===== config.mk =====
export PLATFORM = sky130hd
export DESIGN_NAME = pulse_dial_timer_top
export DESIGN_NICKNAME = d
export VERILOG_FILES = /design/src/rtl/core/pdt_pkg.sv /design/src/rtl/core/pdt_cfg_regs.sv /design/src/rtl/core/pdt_in_reg.sv /design/src/rtl/core/pdt_engine.sv /design/src/rtl/core/pulse_dial_timer_top.sv
export SDC_FILE = /design/constraint.sdc
export NUM_CORES = 1
export LEC_CHECK = 0
export BUFFER_PORTS_ARGS = -buffer_cell sky130_fd_sc_hd__buf_2
export CAP_MARGIN = 20
export CORE_MARGIN = 2
export CORE_UTILIZATION = 44
export CTS_BUF_LIST = sky130_fd_sc_hd__clkbuf_16
export CTS_CLUSTER_SIZE = 8
export DETAILED_ROUTE_END_ITERATION = 10
export HOLD_SLACK_MARGIN = 0.12
export PLACE_DENSITY = 0.62
export SLEW_MARGIN = 20
export SYNTH_ARGS = -nofsm -noshare
export SYNTH_HDL_FRONTEND = slang
export SYNTH_SLANG_ARGS = --single-unit
export TNS_END_PERCENT = 20

===== constraint.sdc =====
create_clock -name clk -period 7.2 [get_ports clk]
set_clock_uncertainty 0.15 [all_clocks]
set_input_delay 0.72 -clock clk [delete_from_list [all_inputs] [get_ports clk]]
set_output_delay 0.72 -clock clk [all_outputs]
set_load 0.02 [all_outputs]

===== src/rtl/core/pdt_pkg.sv =====
// Shared types and constants of the pulse dialer timer.
// Used by every module of the block; depends on nothing.
package pdt_pkg;

    localparam int TICK_MS    = 10;
    localparam int ELAPSED_W  = 12;
    localparam int PULSE_W    = 4;
    localparam int TIME_W     = 10;
    localparam int CFG_IDX_W  = 1;

    localparam logic [1:0] CMD_TICK   = 2'd0;
    localparam logic [1:0] CMD_START  = 2'd1;
    localparam logic [1:0] CMD_FINISH = 2'd2;

    localparam logic [CFG_IDX_W-1:0] REG_BREAK_TIME = 1'd0;
    localparam logic [CFG_IDX_W-1:0] REG_MAKE_TIME  = 1'd1;

    localparam logic [TIME_W-1:0] BREAK_TIME_RESET = 10'd60;
    localparam logic [TIME_W-1:0] MAKE_TIME_RESET  = 10'd40;

    // Digit zero dials ten pulses.
    localparam logic [PULSE_W-1:0] DIGIT_ZERO_PULSES = 4'd10;

    localparam logic [ELAPSED_W-1:0] TICK_STEP = ELAPSED_W'(TICK_MS);

    typedef struct packed {
        logic [1:0]         command;
        logic [PULSE_W-1:0] digit;
    } in_item_t;

    typedef struct packed {
        logic               ready_res;
        logic               line_interrupted;
        logic [PULSE_W-1:0] dial_value;
    } out_item_t;

    typedef struct packed {
        logic [TIME_W-1:0] break_time;
        logic [TIME_W-1:0] make_time;
    } cfg_t;

endpackage


===== src/rtl/core/pdt_cfg_regs.sv =====
// Configuration registers of the pulse dialer timer: break and make times.
// Depends on pdt_pkg.
module pdt_cfg_regs (
    input  logic                           clk,
    input  logic                           rst_n,
    input  logic                           cfg_we,
    input  logic [pdt_pkg::CFG_IDX_W-1:0]  cfg_index,
    input  logic [pdt_pkg::TIME_W-1:0]     cfg_wdata,
    output pdt_pkg::cfg_t                  cfg
);

    pdt_pkg::cfg_t cfg_reg;
    pdt_pkg::cfg_t cfg_next;

    always_comb
    begin
        cfg_next = cfg_reg;
        if (cfg_we)
        begin
            case (cfg_index)
                pdt_pkg::REG_BREAK_TIME: cfg_next.break_time = cfg_wdata;
                pdt_pkg::REG_MAKE_TIME:  cfg_next.make_time  = cfg_wdata;
                default:                 cfg_next = cfg_reg;
            endcase
        end
    end

    always_ff @(posedge clk or negedge rst_n)
    begin
        if (!rst_n)
        begin
            cfg_reg.break_time <= pdt_pkg::BREAK_TIME_RESET;
            cfg_reg.make_time  <= pdt_pkg::MAKE_TIME_RESET;
        end
        else
        begin
            cfg_reg <= cfg_next;
        end
    end

    assign cfg = cfg_reg;

endmodule


===== src/rtl/core/pdt_in_reg.sv =====
// Input register of the pulse dialer timer: holds one item for the engine.
// Depends on pdt_pkg.
module pdt_in_reg (
    input  logic              clk,
    input  logic              rst_n,
    input  logic              in_valid,
    output logic              in_ready,
    input  pdt_pkg::in_item_t in_item,
    output logic              item_valid,
    input  logic              item_take,
    output pdt_pkg::in_item_t item
);

    logic              valid_reg;
    logic              valid_next;
    pdt_pkg::in_item_t item_reg;

    // Accept whenever the held item leaves in this cycle or none is held.
    assign in_ready = !valid_reg || item_take;

    always_comb
    begin
        valid_next = valid_reg;
        if (in_ready)
        begin
            valid_next = in_valid;
        end
    end

    always_ff @(posedge clk or negedge rst_n)
    begin
        if (!rst_n)
        begin
            valid_reg <= 1'b0;
        end
        else
        begin
            valid_reg <= valid_next;
        end
    end

    always_ff @(posedge clk)
    begin
        if (in_ready && in_valid)
        begin
            item_reg <= in_item;
        end
    end

    assign item_valid = valid_reg;
    assign item       = item_reg;

endmodule


===== src/rtl/core/pdt_engine.sv =====
// Dialer state, its single-pass update and the result register.
// Depends on pdt_pkg.
module pdt_engine (
    input  logic               clk,
    input  logic               rst_n,
    input  pdt_pkg::cfg_t      cfg,
    input  logic               item_valid,
    output logic               item_take,
    input  pdt_pkg::in_item_t  item,
    output logic               out_valid,
    input  logic               out_ready,
    output pdt_pkg::out_item_t out_item
);

    localparam int PW = pdt_pkg::PULSE_W;
    localparam int EW = pdt_pkg::ELAPSED_W;

    logic [PW-1:0] pulses_left_reg, pulses_left_next;
    logic [EW-1:0] elapsed_ms_reg, elapsed_ms_next;
    logic          line_broken_reg, line_broken_next;
    logic [PW-1:0] reported_digit_reg, reported_digit_next;
    logic          out_valid_reg, out_valid_next;
    pdt_pkg::out_item_t out_item_reg;

    logic [EW-1:0] break_ext;
    logic [EW-1:0] period;
    logic [EW-1:0] elapsed_adv;
    logic          in_break;
    logic [PW-1:0] start_pulses;

    assign item_take = item_valid && (!out_valid_reg || out_ready);

    assign break_ext   = EW'(cfg.break_time);
    assign period      = EW'({1'b0, cfg.break_time} + {1'b0, cfg.make_time});
    assign elapsed_adv = elapsed_ms_reg + pdt_pkg::TICK_STEP;
    assign in_break    = elapsed_ms_reg < break_ext;
    assign start_pulses = (item.digit == '0) ? pdt_pkg::DIGIT_ZERO_PULSES : item.digit;

    always_comb
    begin
        pulses_left_next    = pulses_left_reg;
        elapsed_ms_next     = elapsed_ms_reg;
        line_broken_next    = line_broken_reg;
        reported_digit_next = reported_digit_reg;
        case (item.command)
            pdt_pkg::CMD_TICK:
            begin
                if (pulses_left_reg != '0)
                begin
                    if (in_break && !line_broken_reg)
                    begin
                        line_broken_next = 1'b1;
                        elapsed_ms_next  = elapsed_adv;
                    end
                    else if (!in_break && line_broken_reg)
                    begin
                        line_broken_next = 1'b0;
                        elapsed_ms_next  = elapsed_adv;
                    end
                    else if (elapsed_ms_reg < period)
                    begin
                        elapsed_ms_next = elapsed_adv;
                    end
                    else
                    begin
                        // Pulse done: count down and restart one tick in.
                        pulses_left_next = pulses_left_reg - 1'b1;
                        elapsed_ms_next  = pdt_pkg::TICK_STEP;
                    end
                end
            end
            pdt_pkg::CMD_START:
            begin
                pulses_left_next    = start_pulses;
                elapsed_ms_next     = '0;
                reported_digit_next = start_pulses;
            end
            pdt_pkg::CMD_FINISH:
            begin
                reported_digit_next = '0;
            end
            default:
            begin
                pulses_left_next = pulses_left_reg;
            end
        endcase
    end

    always_comb
    begin
        out_valid_next = out_valid_reg;
        if (item_take)
        begin
            out_valid_next = 1'b1;
        end
        else if (out_ready)
        begin
            out_valid_next = 1'b0;
        end
    end

    always_ff @(posedge clk or negedge rst_n)
    begin
        if (!rst_n)
        begin
            pulses_left_reg    <= '0;
            elapsed_ms_reg     <= '0;
            line_broken_reg    <= 1'b0;
            reported_digit_reg <= '0;
            out_valid_reg      <= 1'b0;
        end
        else
        begin
            out_valid_reg <= out_valid_next;
            if (item_take)
            begin
                pulses_left_reg    <= pulses_left_next;
                elapsed_ms_reg     <= elapsed_ms_next;
                line_broken_reg    <= line_broken_next;
                reported_digit_reg <= reported_digit_next;
            end
        end
    end

    always_ff @(posedge clk)
    begin
        if (item_take)
        begin
            out_item_reg.ready_res        <= (pulses_left_next == '0);
            out_item_reg.line_interrupted <= line_broken_next;
            out_item_reg.dial_value       <= reported_digit_next;
        end
    end

    assign out_valid = out_valid_reg;
    assign out_item  = out_item_reg;

endmodule


===== src/rtl/core/pulse_dial_timer_top.sv =====
// Top level of the loop-disconnect pulse dialer timer.
// Depends on pdt_pkg, pdt_cfg_regs, pdt_in_reg and pdt_engine.

// Each input item (tick, start digit, finish) returns one result item. An
// accepted item is held in the input register until the engine takes it,
// and the dialer update then writes the result register, which raises
// out_valid. A new item is accepted every cycle while results are taken.
// The input register holds one item while a result waits, so the input
// stalls only when both are full. The user must write break and make
// times through the plain configuration port (index 0 break, index 1 make,
// in ms) only while the block is idle; the block does not enforce this.
// They reset to 60 and 40 ms. Each tick item stands for 10 ms.
module pulse_dial_timer_top (
    input  logic                          clk,
    input  logic                          rst_n,
    input  logic                          in_valid,
    output logic                          in_ready,
    input  pdt_pkg::in_item_t             in_item,
    output logic                          out_valid,
    input  logic                          out_ready,
    output pdt_pkg::out_item_t            out_item,
    input  logic                          cfg_we,
    input  logic [pdt_pkg::CFG_IDX_W-1:0] cfg_index,
    input  logic [pdt_pkg::TIME_W-1:0]    cfg_wdata
);

    pdt_pkg::cfg_t     cfg;
    logic              item_valid;
    logic              item_take;
    pdt_pkg::in_item_t item;

    pdt_cfg_regs u_cfg (
        .clk       (clk),
        .rst_n     (rst_n),
        .cfg_we    (cfg_we),
        .cfg_index (cfg_index),
        .cfg_wdata (cfg_wdata),
        .cfg       (cfg)
    );

    pdt_in_reg u_in (
        .clk        (clk),
        .rst_n      (rst_n),
        .in_valid   (in_valid),
        .in_ready   (in_ready),
        .in_item    (in_item),
        .item_valid (item_valid),
        .item_take  (item_take),
        .item       (item)
    );

    pdt_engine u_engine (
        .clk        (clk),
        .rst_n      (rst_n),
        .cfg        (cfg),
        .item_valid (item_valid),
        .item_take  (item_take),
        .item       (item),
        .out_valid  (out_valid),
        .out_ready  (out_ready),
        .out_item   (out_item)
    );

endmodule


# Word-level counts from Yosys, hierarchy flattened

Index checks and enable logic that the tools add are counted.

Logic and storage cells: 59
Register bits: 55
Output and inout port bits: 8

Order comparisons: 2
Add/sub/neg operators: 3
Bitwise logic cells: 1
Eq/ne operators: 3
Multiplexer cells: 18
Reductions and logical operators: 19

Operators with widths:

| operator              | number |
|---|---|
| $mux 12               | 4 |
| $pmux 12 s2           | 1 |
| $mux 4                | 5 |
| $pmux 4 s2            | 2 |
| $add 12x4->12 const B | 1 |
| $lt 12x10->1          | 1 |
| $lt 12x12->1          | 1 |
| $add 10x10->11        | 1 |
| $logic_not 4->1       | 2 |
| $mux 1                | 6 |
| $logic_and 1x1->1     | 4 |
| $logic_not 1->1       | 4 |
| $reduce_and 2->1      | 2 |
| $reduce_bool 2->1     | 2 |
| $reduce_bool 4->1     | 1 |
| $sub 4x1->4 const B   | 1 |
| $reduce_and 3->1      | 1 |
| $eq 2x1->1 const B    | 1 |
| $eq 2x2->1 const B    | 1 |
| $logic_not 2->1       | 1 |
| $logic_or 1x1->1      | 2 |
| $ne 2x1->1 const B    | 1 |
| $not 1->1             | 1 |

# Logic depth before layout (Yosys ltp)

Gate-level depths: netlist of the first run.

Word-level depth: 8
Gate-level depth with buffers: 19

# Modules after synthesis

A second synthesis of the first run with hierarchy kept.

Cell total of the unflattened synthesis: 301
Area, all modules: 3,299.4 um2

Modules (own cells, without submodules):

| module       | seq. area each (um2) | times used | area each (um2) | cells an instance |
|---|---|---|---|---|
| pdt_engine   | 705.7                | 1          | 2,301.0         | 248 |
| pdt_cfg_regs | 508.0                | 1          | 764.5           | 43 |
| pdt_in_reg   | 205.2                | 1          | 234.0           | 10 |

# Worst setup path after synthesis of the first run

OpenSTA, ideal clock, no wires.

Kind: register to register
Start: register u_cfg.cfg_reg (netlist bit u_cfg.cfg[10])
End: register u_engine.out_item_reg (netlist bit u_engine.out_item[5]), data pin
Arrival: 3.587 ns
Library setup time: 0.256 ns
Stages on the path, launching flop included: 20
Path slack: 3.206 ns
Period minus slack after synthesis: 3.994 ns
Cells stage by stage: dfrtp_1 -> ha_1 -> fa_1 -> a21o_1 -> a21oi_1 -> o21bai_1 -> a21oi_1 -> o21bai_1 -> a21oi_1 -> nor2_1 -> a211oi_1 -> ha_1 -> nand3_1 -> nor3b_1 -> o31ai_1 -> nand3_1 -> nand3_4 -> or4b_1 -> nand3_1 -> nor4_1

Cells in the longest elaborated chain, start to end: 8
Elaborated cells on any way between the ends: 12
Those cells by class: add/sub (1); order compare (2); mux (5); reduce/logical (4)

Ends and longest elaborated chain:

| element                                                | RTL line                           | RTL |
|---|---|---|
| from (decl)                                            | pdt_cfg_regs.sv:12                 | `pdt_pkg::cfg_t cfg_reg;` |
| from (signal assigned)                                 | pdt_cfg_regs.sv:37                 | `cfg_reg <= cfg_next;` |
| $add 10x10->11 / $lt 12x10->1 (equally long branches)  | pdt_engine.sv:34, pdt_engine.sv:36 |  |
| $lt 12x12->1 / $logic_not 1->1 (equally long branches) | pdt_engine.sv:60, pdt_engine.sv:55 |  |
| $mux 4 / $logic_and 1x1->1 (equally long branches)     | pdt_engine.sv:60, pdt_engine.sv:55 |  |
| $mux 4                                                 | pdt_engine.sv:55                   | `else if (!in_break && line_broken_reg)` |
| $mux 4 (*)                                             | pdt_engine.sv:50                   | `if (in_break && !line_broken_reg)` |
| $mux 4 (*)                                             | pdt_engine.sv:48                   | `if (pulses_left_reg != '0)` |
| $pmux 4 s2 (*)                                         | pdt_engine.sv:45                   | `case (item.command)` |
| $logic_not 4->1 (*)                                    | pdt_engine.sv:129                  | `out_item_reg.ready_res <= (pulses_left_next == '0);` |
| to (decl)                                              | pdt_engine.sv:23                   | `pdt_pkg::out_item_t out_item_reg;` |

Mark *: on every way between the ends. The rest lies on a longest branch, timed or not.
A chain may end at the register's enable or synchronous reset.

# Final worst setup path of the first run

Ends and elaborated chain as after synthesis.

==> results.cfg, run 1 <==
[outcome]
outcome = complete, no violations

[cts]
cts_tree = yes
worstSkewPairLatency_ns = 0.29
cts_root_buf = clkbuf_16
htreeDepth = 2
cts_buffers = 5
cts.sinks = 54
clkTransAtPathRegs_ns = 0.07
cts-hold-fix-buffers = 0
clk_path_buf_depth = 2
postCtsSetupBuffers = 0
cts_resized = 0

[final_layout]
utilization_pct = 50.7
drive_above_1_share_pct = 19.4
ff_latch_area_mm2 = 0.00142
finalNetCount = 395
diodes = 0
fillerInstances = 667
largest_reg_flops = 20
fin_cells = 439
area_growth_pct = 13.1
fin_area_mm2 = 0.00364
multi_input_area_mm2 = 0.00168

[timing]
setup_ws_ns = 2.70
max_slew_margin_pct = 59.2
setup_tns_ns = 0
setup_viol = 0
timing.hold.ws_ns = 0.268
tightest_slew_ns = 0.611
fmax_ghz = 0.222
period_share_pct = 62.4
finalHoldViolCount = 0
drv_slew = 0
grt_setup_unrepaired = false
period_minus_slack_ns = 4.50

[synthesis]
synth-compound-area-share_pct = 14.7
avgSynthCellArea_um2 = 10.4
ys_types = 51
synth_area_mm2 = 0.00322
synthXorXnorAreaFrac_pct = 3.54
yosys_warnings = 0
ys.flop_type = dfrtp_1
synth_top_family_by_area = compound AO/OA/AOI/OAI gates
synthAdderAreaFrac_pct = 13.5
synth-seq-area-share_pct = 44.1
synth_edf_count = 12
ys_ff_latch = 54
synth-simple-area-share_pct = 14.2
ys_async_sr_fraction_pct = 77.8
synthMuxAreaShare_pct = 6.34
syn_nets = 364
synth_cells = 308

[die]
die_x_um = 89.5
core-area_mm2 = 0.00718
start_util_pct = 44.8
ios = 30
num_rows = 31
die_h_um = 89.5
dieArea_mm2 = 0.00801

[worst_setup_path]
r2r_end = u_engine.out_item[5]$_DFFE_PP_
critical_path_class = reg -> reg
worstRegToRegCells = 19
crit_start = u_cfg.cfg[10]$_DFFE_PN0P_
cp_max_fo = 10
r2r_start = u_cfg.cfg[10]$_DFFE_PN0P_
crit_path_end = u_engine.out_item[5]$_DFFE_PP_
worstPathRequired_ns = 7.10
critPathLaunchType = flop
r2r_setup_slack_ns = 2.70
arrival_ns = 4.39
critPathCaptureType = flop

[global_route]
grt_first_pass_wirelength_mm = 10.4
grt.total_usage_pct = 16.6
antenna_found_initial = 0
grt_start_max_net_pins = 43
grt_pass1_vias = 2160
grt.overflow.total = 0

[power_and_ir_drop]
leakage_nw = 1.67
switchingPower_mw = 0.350
seqPwrFrac_pct = 41.3
p_per_area_mw_per_mm2 = 285
p_total_mw = 1.04
ir_drop_v = 0.000142
internal_power_mw = 0.688
switching_share_pct = 33.7
p_clk_share_pct = 26.3
p_comb_share_pct = 32.4

[drt]
wl_per_cell_um = 13.5
drt_iter0_drc = 97
vias_per_cell = 5.20
wl_mm = 5.95
antenna_left = 0
vias = 2281
drt_pass1_iterations = 4
drc = 0

[place]
dp.final_hpwl_mm = 4.42
placed_area_mm2 = 0.00347
post-place-ws_ns = 2.71
gp_congestion = 0.838
numPortBuffers = 29
dp_cells = 431

[hold_path]
hold_class = in -> async

[flow_run]
max-cap-violations = 0
-- cell type report --
type,instances,share of cell area (%)
repair buffers,30,4.26
inverters,26,2.68
multi-input cells,222,46.1
clock inverters,3,1.13
clock buffers,5,3.44
well taps,99,3.40
flip-flops and latches,54,39.0
-- metal layers --
metal  vias up  track usage, %  wire (um)
met5         -               0          0
met4         0            4.07         60
met3         4            2.77        171
met2        37            24.9       2630
met1      1073            25.0       3080
li1       1167               -          -
-- worst min-delay path by stage --
stage	endpoint	slack [ns]	start
4_1_cts	u_engine.out_valid$_DFFE_PN0P_	0.35	u_in.item_valid$_DFFE_PN0N_
6_report	u_cfg.cfg[18]$_DFFE_PN0P_	0.27	rst_n
3_3_place_gp	u_engine.out_valid$_DFFE_PN0P_	0.33	u_in.item_valid$_DFFE_PN0N_
5_1_grt	u_cfg.cfg[18]$_DFFE_PN0P_	0.32	rst_n
3_5_place_dp	u_engine.out_valid$_DFFE_PN0P_	0.34	u_in.item_valid$_DFFE_PN0N_
2_1_floorplan	u_cfg.cfg[0]$_DFFE_PN0P_	0.27	rst_n
-- synth_stat cells, types with 7 or more instances --
master	count	area [um^2]
a21o_1	7	52.6
dfrtp_1	36	901
edfxtp_1	12	360
xor2_1	7	61.3
mux2_2	15	169
nand3_1	10	50.1
ha_1	33	413
nand2_1	29	109
nor2_1	11	41.3
a21oi_1	17	85.1
o21ai_0	21	105
inv_1	26	97.6
-- worst max-delay path, stage by stage, from the launching register on --
cell and delay [ns]:
dfrtp_1 0.40, ha_1 0.22, fa_1 0.41, a21o_1 0.18, a21oi_1 0.23, o21bai_1 0.10
a21oi_1 0.23, o21bai_1 0.10, a21oi_1 0.22, nor2_1 0.07, a211oi_1 0.23, ha_1 0.20
nand3_1 0.07, nor3b_1 0.21, o31ai_1 0.12, nand3_1 0.21, nand3_4 0.17, or4b_1 0.53
nand3_1 0.13, nor4_1 0.07
-- power groups by stage --
stage | registers, mW | logic, mW | clock network (mW)
final | 0.429 | 0.337 | 0.273
after global routing | 0.438 | 0.394 | 0.291
after CTS | 0.428 | 0.340 | 0.280
after detailed placement | 0.433 | 0.337 | 0
after global placement | 0.431 | 0.331 | 0
after floorplan | 0.423 | 0.263 | 0
-- cells in the final DEF, fill, tap and decap left out, types with 2 or more instances in the layout --
master and instances:
a211oi_1 4, a21o_1 7, a21oi_1 17, a31oi_1 2, and2_1 2, buf_2 28, buf_4 2, clkbuf_16 5
dfrtp_1 36, dfstp_2 6, edfxtp_1 12, ha_1 33, inv_1 27, mux2_2 15, mux2i_1 2, nand2_1 29
nand2b_1 4, nand3_1 10, nand3b_1 3, nand4_1 5, nor2_1 11, nor2b_1 5, nor3_1 4, nor4_1 2
o211ai_1 4, o21ai_0 21, o21bai_1 4, or3_1 2, xnor2_1 6, xor2_1 7
-- cells by family after synthesis --
family / Yosys count
buffers and inverters: 32
AND/OR/NAND/NOR: 86
XOR/XNOR: 13
multiplexers: 18
AO/OA/AOI/OAI: 71
adder cells (fa/ha/maj): 34
flip-flops: 54
Note: power is estimated with default switching activity, not from simulation.
==> run 2, diff against run 1 <==
clock period = 4.15 ns   (was 7.2 ns; I/O delays follow)
==> results.cfg, run 2 (synthesized netlist as in run 1, its figures left out) <==
[outcome]
outcome = complete, no violations

[worst_setup_path]
slowest_stage = dfrtp_1
critical_path_class = reg -> reg
path_delay_family = compound AO/OA/AOI/OAI gates
path_cells = buf_4 -> fa_2 -> a21o_1 -> a21oi_2 -> o21bai_1 -> a21oi_2 -> buf_4 -> buf_4 -> xnor2_1 -> ha_1 -> a21oi_1 -> nand2_1 -> o31ai_1 -> nand3_2 -> nand3_4 -> nor4_1 -> or3b_4 -> mux2_4
arrival_ns = 3.95
cp_common_cell = buf_4
critPathCaptureType = flop
critPathLaunchType = flop
worstPathRequired_ns = 4.18
critical-path-max-stage-delay_ns = 0.40
crit_buf_inv = 3
cp_max_fo = 7

[cts]
worstSkewPairLatency_ns = 0.29
htreeDepth = 2
cts.sinks = 54
cts_root_buf = clkbuf_16
cts_tree = yes
clk_path_buf_depth = 2
clkTransAtPathRegs_ns = 0.07
cts_buffers = 5

[place]
dp_cells = 439
numPortBuffers = 29
gp_congestion = 0.857
post-place-ws_ns = -0.0237
dp.final_hpwl_mm = 4.71

[die]
start_util_pct = 44.8
ios = 30
num_rows = 31
die_x_um = 89.5
dieArea_mm2 = 0.00801
core-area_mm2 = 0.00718
die_h_um = 89.5

[power_and_ir_drop]
p_per_area_mw_per_mm2 = 493
leakage_nw = 1.74
ir_drop_v = 0.000213

[timing]
tightest_slew_ns = 0.588
max_slew_margin_pct = 60.8
fmax_ghz = 0.255
period_share_pct = 94.4
setup_viol = 0
setup_ws_ns = 0.231
drv_slew = 0
finalHoldViolCount = 0
timing.hold.ws_ns = 0.145
grt_setup_unrepaired = false
setup_tns_ns = 0
period_minus_slack_ns = 3.92

[drt]
wl_mm = 6.31
vias_per_cell = 5.14
wl_per_cell_um = 14.0
drt_iter0_drc = 101
antenna_left = 0
drt_pass1_iterations = 4
vias = 2320
drc = 0

[final_layout]
utilization_pct = 52.9
largest_reg_flops = 20
layout_commonest_cell = dfrtp_1
ff_latch_area_mm2 = 0.00142
area_growth_pct = 18.0
multi_input_area_mm2 = 0.00174
fin_cells = 451
diodes = 0
finalNetCount = 407
drive_above_1_share_pct = 26.4
final_cell_mix = dfrtp_1, ha_1, nand2_1, buf_2, inv_1
fillerInstances = 657

[global_route]
grt_first_pass_wirelength_mm = 10.7
grt_start_max_net_pins = 43
grt.total_usage_pct = 17.4
grt.overflow.total = 0
antenna_found_initial = 0
grt_pass1_vias = 2232

[hold_path]
hold_class = in -> reg

[flow_run]
max-cap-violations = 0
[run 2: timing repair]
item	CTS	global route
hold buffers	0	1
pin swaps	4	12
setup endpoints to repair	3	14
resized for setup	3	14
buffers inserted	1	2
cloned	0	0
hold endpoints to repair	0	36
[run 2: path summary, 6_finish.rpt]
check	cells after the start	start	endpoint	slack, ns
min reg2reg	1	u_in.item_valid$_DFFE_PN0N_	u_engine.out_valid$_DFFE_PN0P_	0.35
max in group asynchronous	2	rst_n	u_cfg.cfg[12]$_DFFE_PN1P_	2.97
min	1	in_item[1]	u_in.item[1]$_DFFE_PP_	0.15
min in group asynchronous	2	rst_n	u_cfg.cfg[17]$_DFFE_PN0P_	0.51
max reg2reg	18	u_cfg.cfg[1]$_DFFE_PN0P_	u_engine.pulses_left_reg[3]$_DFFE_PN0P_	0.23
max	18	u_cfg.cfg[1]$_DFFE_PN0P_	u_engine.pulses_left_reg[3]$_DFFE_PN0P_	0.23
[run 2: routing by layer]
metal	wire length (um)	track usage, %	up-vias	share of wire, %
met2	2910	27.1	27	46
met5	0	0	-	0
li1	-	-	1190	-
met3	161	3.05	6	2.6
met4	80	4.48	0	1.3
met1	3160	25.1	1097	50
[run 2: report_power, final]
| part | switching [mW] | total [mW] | internal [mW] |
|---|---|---|---|
| logic | 0.353 | 0.664 | 0.311 |
| clock network | 0.184 | 0.466 | 0.283 |
| registers | 0.0962 | 0.742 | 0.646 |
[run 2: worst reg2reg max path, cell delays in order, from the launching register on]
cell and delay [ns]:
dfrtp_1 0.40, buf_4 0.15, fa_2 0.39, a21o_1 0.18, a21oi_2 0.14, o21bai_1 0.09
a21oi_2 0.17, buf_4 0.12, buf_4 0.09, xnor2_1 0.12, ha_1 0.29, a21oi_1 0.15
nand2_1 0.06, o31ai_1 0.28, nand3_2 0.16, nand3_4 0.15, nor4_1 0.07, or3b_4 0.39
mux2_4 0.26
[run 2: area by class of cell]
class	count	share of cell area [%]
multi-input combinational	222	45.9
sequential	54	37.4
timing repair buffer	42	6.52
clock buffer	5	3.29
tap	99	3.26
inverter	26	2.57
clock inverter	3	1.09
[run 2: stage by stage]
| step | power (mW) | cell area, um^2 |
|---|---|---|
| 2_1_floorplan | 1.19 | 3220 |
| 3_3_place_gp | 1.35 | 3530 |
| 3_5_place_dp | 1.37 | 3530 |
| 4_1_cts | 1.86 | 3710 |
| 5_1_grt | 2.01 | 3800 |
| 6_report | 1.87 | 3800 |
==> run 3, diff against run 2 <==
--- a/config.mk
+++ b/config.mk
@@ -9,13 +9,13 @@
 export CAP_MARGIN = 20
 export CORE_MARGIN = 2
-export CORE_UTILIZATION = 44
+export CORE_UTILIZATION = 59
 export CTS_BUF_LIST = sky130_fd_sc_hd__clkbuf_16
 export CTS_CLUSTER_SIZE = 8
 export DETAILED_ROUTE_END_ITERATION = 10
 export HOLD_SLACK_MARGIN = 0.12
-export PLACE_DENSITY = 0.62
+export PLACE_DENSITY = 0.79
 export SLEW_MARGIN = 20
 export SYNTH_ARGS = -nofsm -noshare
 export SYNTH_HDL_FRONTEND = slang
 export SYNTH_SLANG_ARGS = --single-unit
-export TNS_END_PERCENT = 20
+export TNS_END_PERCENT = 30
==> constraint.sdc (replaced) <==
create_clock -name clk -period 4.15 [get_ports clk]
set_clock_uncertainty 0.15 [all_clocks]
set_input_delay 0.83 -clock clk [delete_from_list [all_inputs] [get_ports clk]]
set_output_delay 0.83 -clock clk [all_outputs]
set_load 0.02 [all_outputs]
==> results.cfg, run 3 (synthesized netlist as in run 1, its figures left out) <==
[outcome]
outcome = complete, no violations

[timing]
fmax_ghz = 0.247
setup_tns_ns = 0
tightest_slew_ns = 0.920
period_minus_slack_ns = 4.05
max_slew_margin_pct = 38.7
drv_slew = 0
finalHoldViolCount = 0
setup_viol = 0
period_share_pct = 97.7
setup_ws_ns = 0.0970

[worst_setup_path]
r2r_setup_slack_ns = 0.1
critical_path_class = reg -> reg
cp_max_fo = 3
path_delay_family = compound AO/OA/AOI/OAI gates
crit_buf_inv = 3
worstPathRequired_ns = 4.23
arrival_ns = 4.13
slowest_stage = dfrtp_1
critPathLaunchType = flop
path_cells = buf_4 -> fa_2 -> a21o_1 -> a21oi_2 -> o21bai_1 -> a21oi_2 -> o21bai_1 -> a21oi_2 -> nor2_1 -> a211oi_2 -> ha_1 -> a211oi_2 -> nand3_2 -> buf_4 -> buf_4 -> a31oi_4 -> nand2_2 -> or3_1 -> o21ai_1
critPathCaptureType = flop
critical-path-max-stage-delay_ns = 0.41

[power_and_ir_drop]
seqPwrFrac_pct = 40.4
internal_power_mw = 1.19
p_per_area_mw_per_mm2 = 486
ir_drop_v = 0.000282
p_comb_share_pct = 37.1
p_clk_share_pct = 22.4
switching_share_pct = 35.2
leakage_nw = 1.75
switchingPower_mw = 0.643

[drt]
drt_pass1_iterations = 4
antenna_left = 0
vias = 2418
vias_per_cell = 5.70
drt_iter0_drc = 157
wl_per_cell_um = 14.6
drc = 0
wl_mm = 6.18

[die]
start_util_pct = 62.2
die_x_um = 77.8
core-area_mm2 = 0.00517
num_rows = 26
ios = 30
die_h_um = 77.8
dieArea_mm2 = 0.00606

[global_route]
grt_util_met2_pct = 34.6
antenna_found_initial = 0
grt_util_met1_pct = 31.0
grt.busiest_layer = met2
grt_pass1_vias = 2353
grt_first_pass_wirelength_mm = 10.6
use_met3_pct = 5.81
grt.total_usage_pct = 22.2
grt.overflow.total = 0
grt_start_max_net_pins = 43

[cts]
cts-hold-fix-buffers = 0
cts_tree = yes
htreeDepth = 2
cts.sinks = 54
clkTransAtPathRegs_ns = 0.07
worstSkewPairLatency_ns = 0.30
cts_root_buf = clkbuf_16
clk_path_buf_depth = 2
cts_buffers = 5

[final_layout]
final_cell_mix = dfrtp_1, ha_1, buf_2
finalNetCount = 409
diodes = 0
largest_reg_flops = 20
drive_above_1_share_pct = 28.2
layout_commonest_cell = dfrtp_1
area_growth_pct = 17.0
fin_area_mm2 = 0.00376

[place]
gp_congestion = 0.789
post-place-ws_ns = -0.137
dp.final_hpwl_mm = 4.24
placed_area_mm2 = 0.00349
numPortBuffers = 29

[flow_run]
max-cap-violations = 0

[hold_path]
hold_class = reg -> reg
## run 3: worst reg2reg max path, stage by stage (launching register included)
cell and delay, ns:
dfrtp_1 0.41, buf_4 0.16, fa_2 0.40, a21o_1 0.19
a21oi_2 0.16, o21bai_1 0.09, a21oi_2 0.16, o21bai_1 0.09
a21oi_2 0.16, nor2_1 0.09, a211oi_2 0.21, ha_1 0.32
a211oi_2 0.26, nand3_2 0.13, buf_4 0.16, buf_4 0.13
a31oi_4 0.19, nand2_2 0.07, or3_1 0.38, o21ai_1 0.08
## run 3: repair_timing
action                     in CTS  in global routing
resized for setup               6                 16
setup endpoints to repair       4                 14
buffers inserted                1                  6
cloned                          0                  0
pin swaps                       4                 16
## run 3: layout make-up
| type | instances | area (um^2) |
|---|---|---|
| flip-flops and latches | 54 | 1420 |
| clock inverters | 3 | 17.5 |
| clock buffers | 5 | 125 |
| multi-input cells | 222 | 1760 |
| inverters | 26 | 97.6 |
| well taps | 70 | 87.6 |
| repair buffers | 44 | 258 |
| fillers | 383 | 1410 |
## run 3: path summary, 6_finish.rpt
| check | startpoint | endpoint | cells past startpoint |
|---|---|---|---|
| min | u_engine.reported_digit_reg[2]$_DFFE_PN0P_ | u_engine.reported_digit_reg[2]$_DFFE_PN0P_ | 1 |
| max in group asynchronous | rst_n | u_engine.elapsed_ms_reg[11]$_DFFE_PN0P_ | 1 |
| min reg2reg | u_engine.reported_digit_reg[2]$_DFFE_PN0P_ | u_engine.reported_digit_reg[2]$_DFFE_PN0P_ | 1 |
| max | u_cfg.cfg[1]$_DFFE_PN0P_ | u_engine.elapsed_ms_reg[5]$_DFFE_PN0P_ | 19 |
| max reg2reg | u_cfg.cfg[1]$_DFFE_PN0P_ | u_engine.elapsed_ms_reg[5]$_DFFE_PN0P_ | 19 |
| min in group asynchronous | rst_n | u_cfg.cfg[2]$_DFFE_PN0P_ | 1 |
## run 3: power by group through the flow
stage	Combinational (mW)	Sequential [mW]	Clock [mW]
after floorplan	0.457	0.734	0
after detailed placement	0.608	0.748	0
after global placement	0.585	0.745	0
final	0.679	0.740	0.410
after CTS	0.631	0.739	0.416
after global routing	0.770	0.755	0.442
## run 3: routing by layer
| metal | share of wire, % | vias up | wire, um |
|---|---|---|---|
| li1 | - | 1198 | - |
| met2 | 47 | 53 | 2900 |
| met1 | 45 | 1154 | 2810 |
| met4 | 2.0 | 0 | 121 |
| met5 | 0 | - | 0 |
| met3 | 5.6 | 13 | 345 |
## run 3: stage by stage
stage                     hold slack, ns  total power [mW]  util, %  std cells
after floorplan                    0.307              1.19        -        308
after global placement             0.333              1.33     67.4        409
after detailed placement           0.349              1.36     67.4        409
after CTS                          0.365              1.79     70.7        418
after global routing               0.381              1.97     72.8        424
final                              0.360              1.83     72.8        424
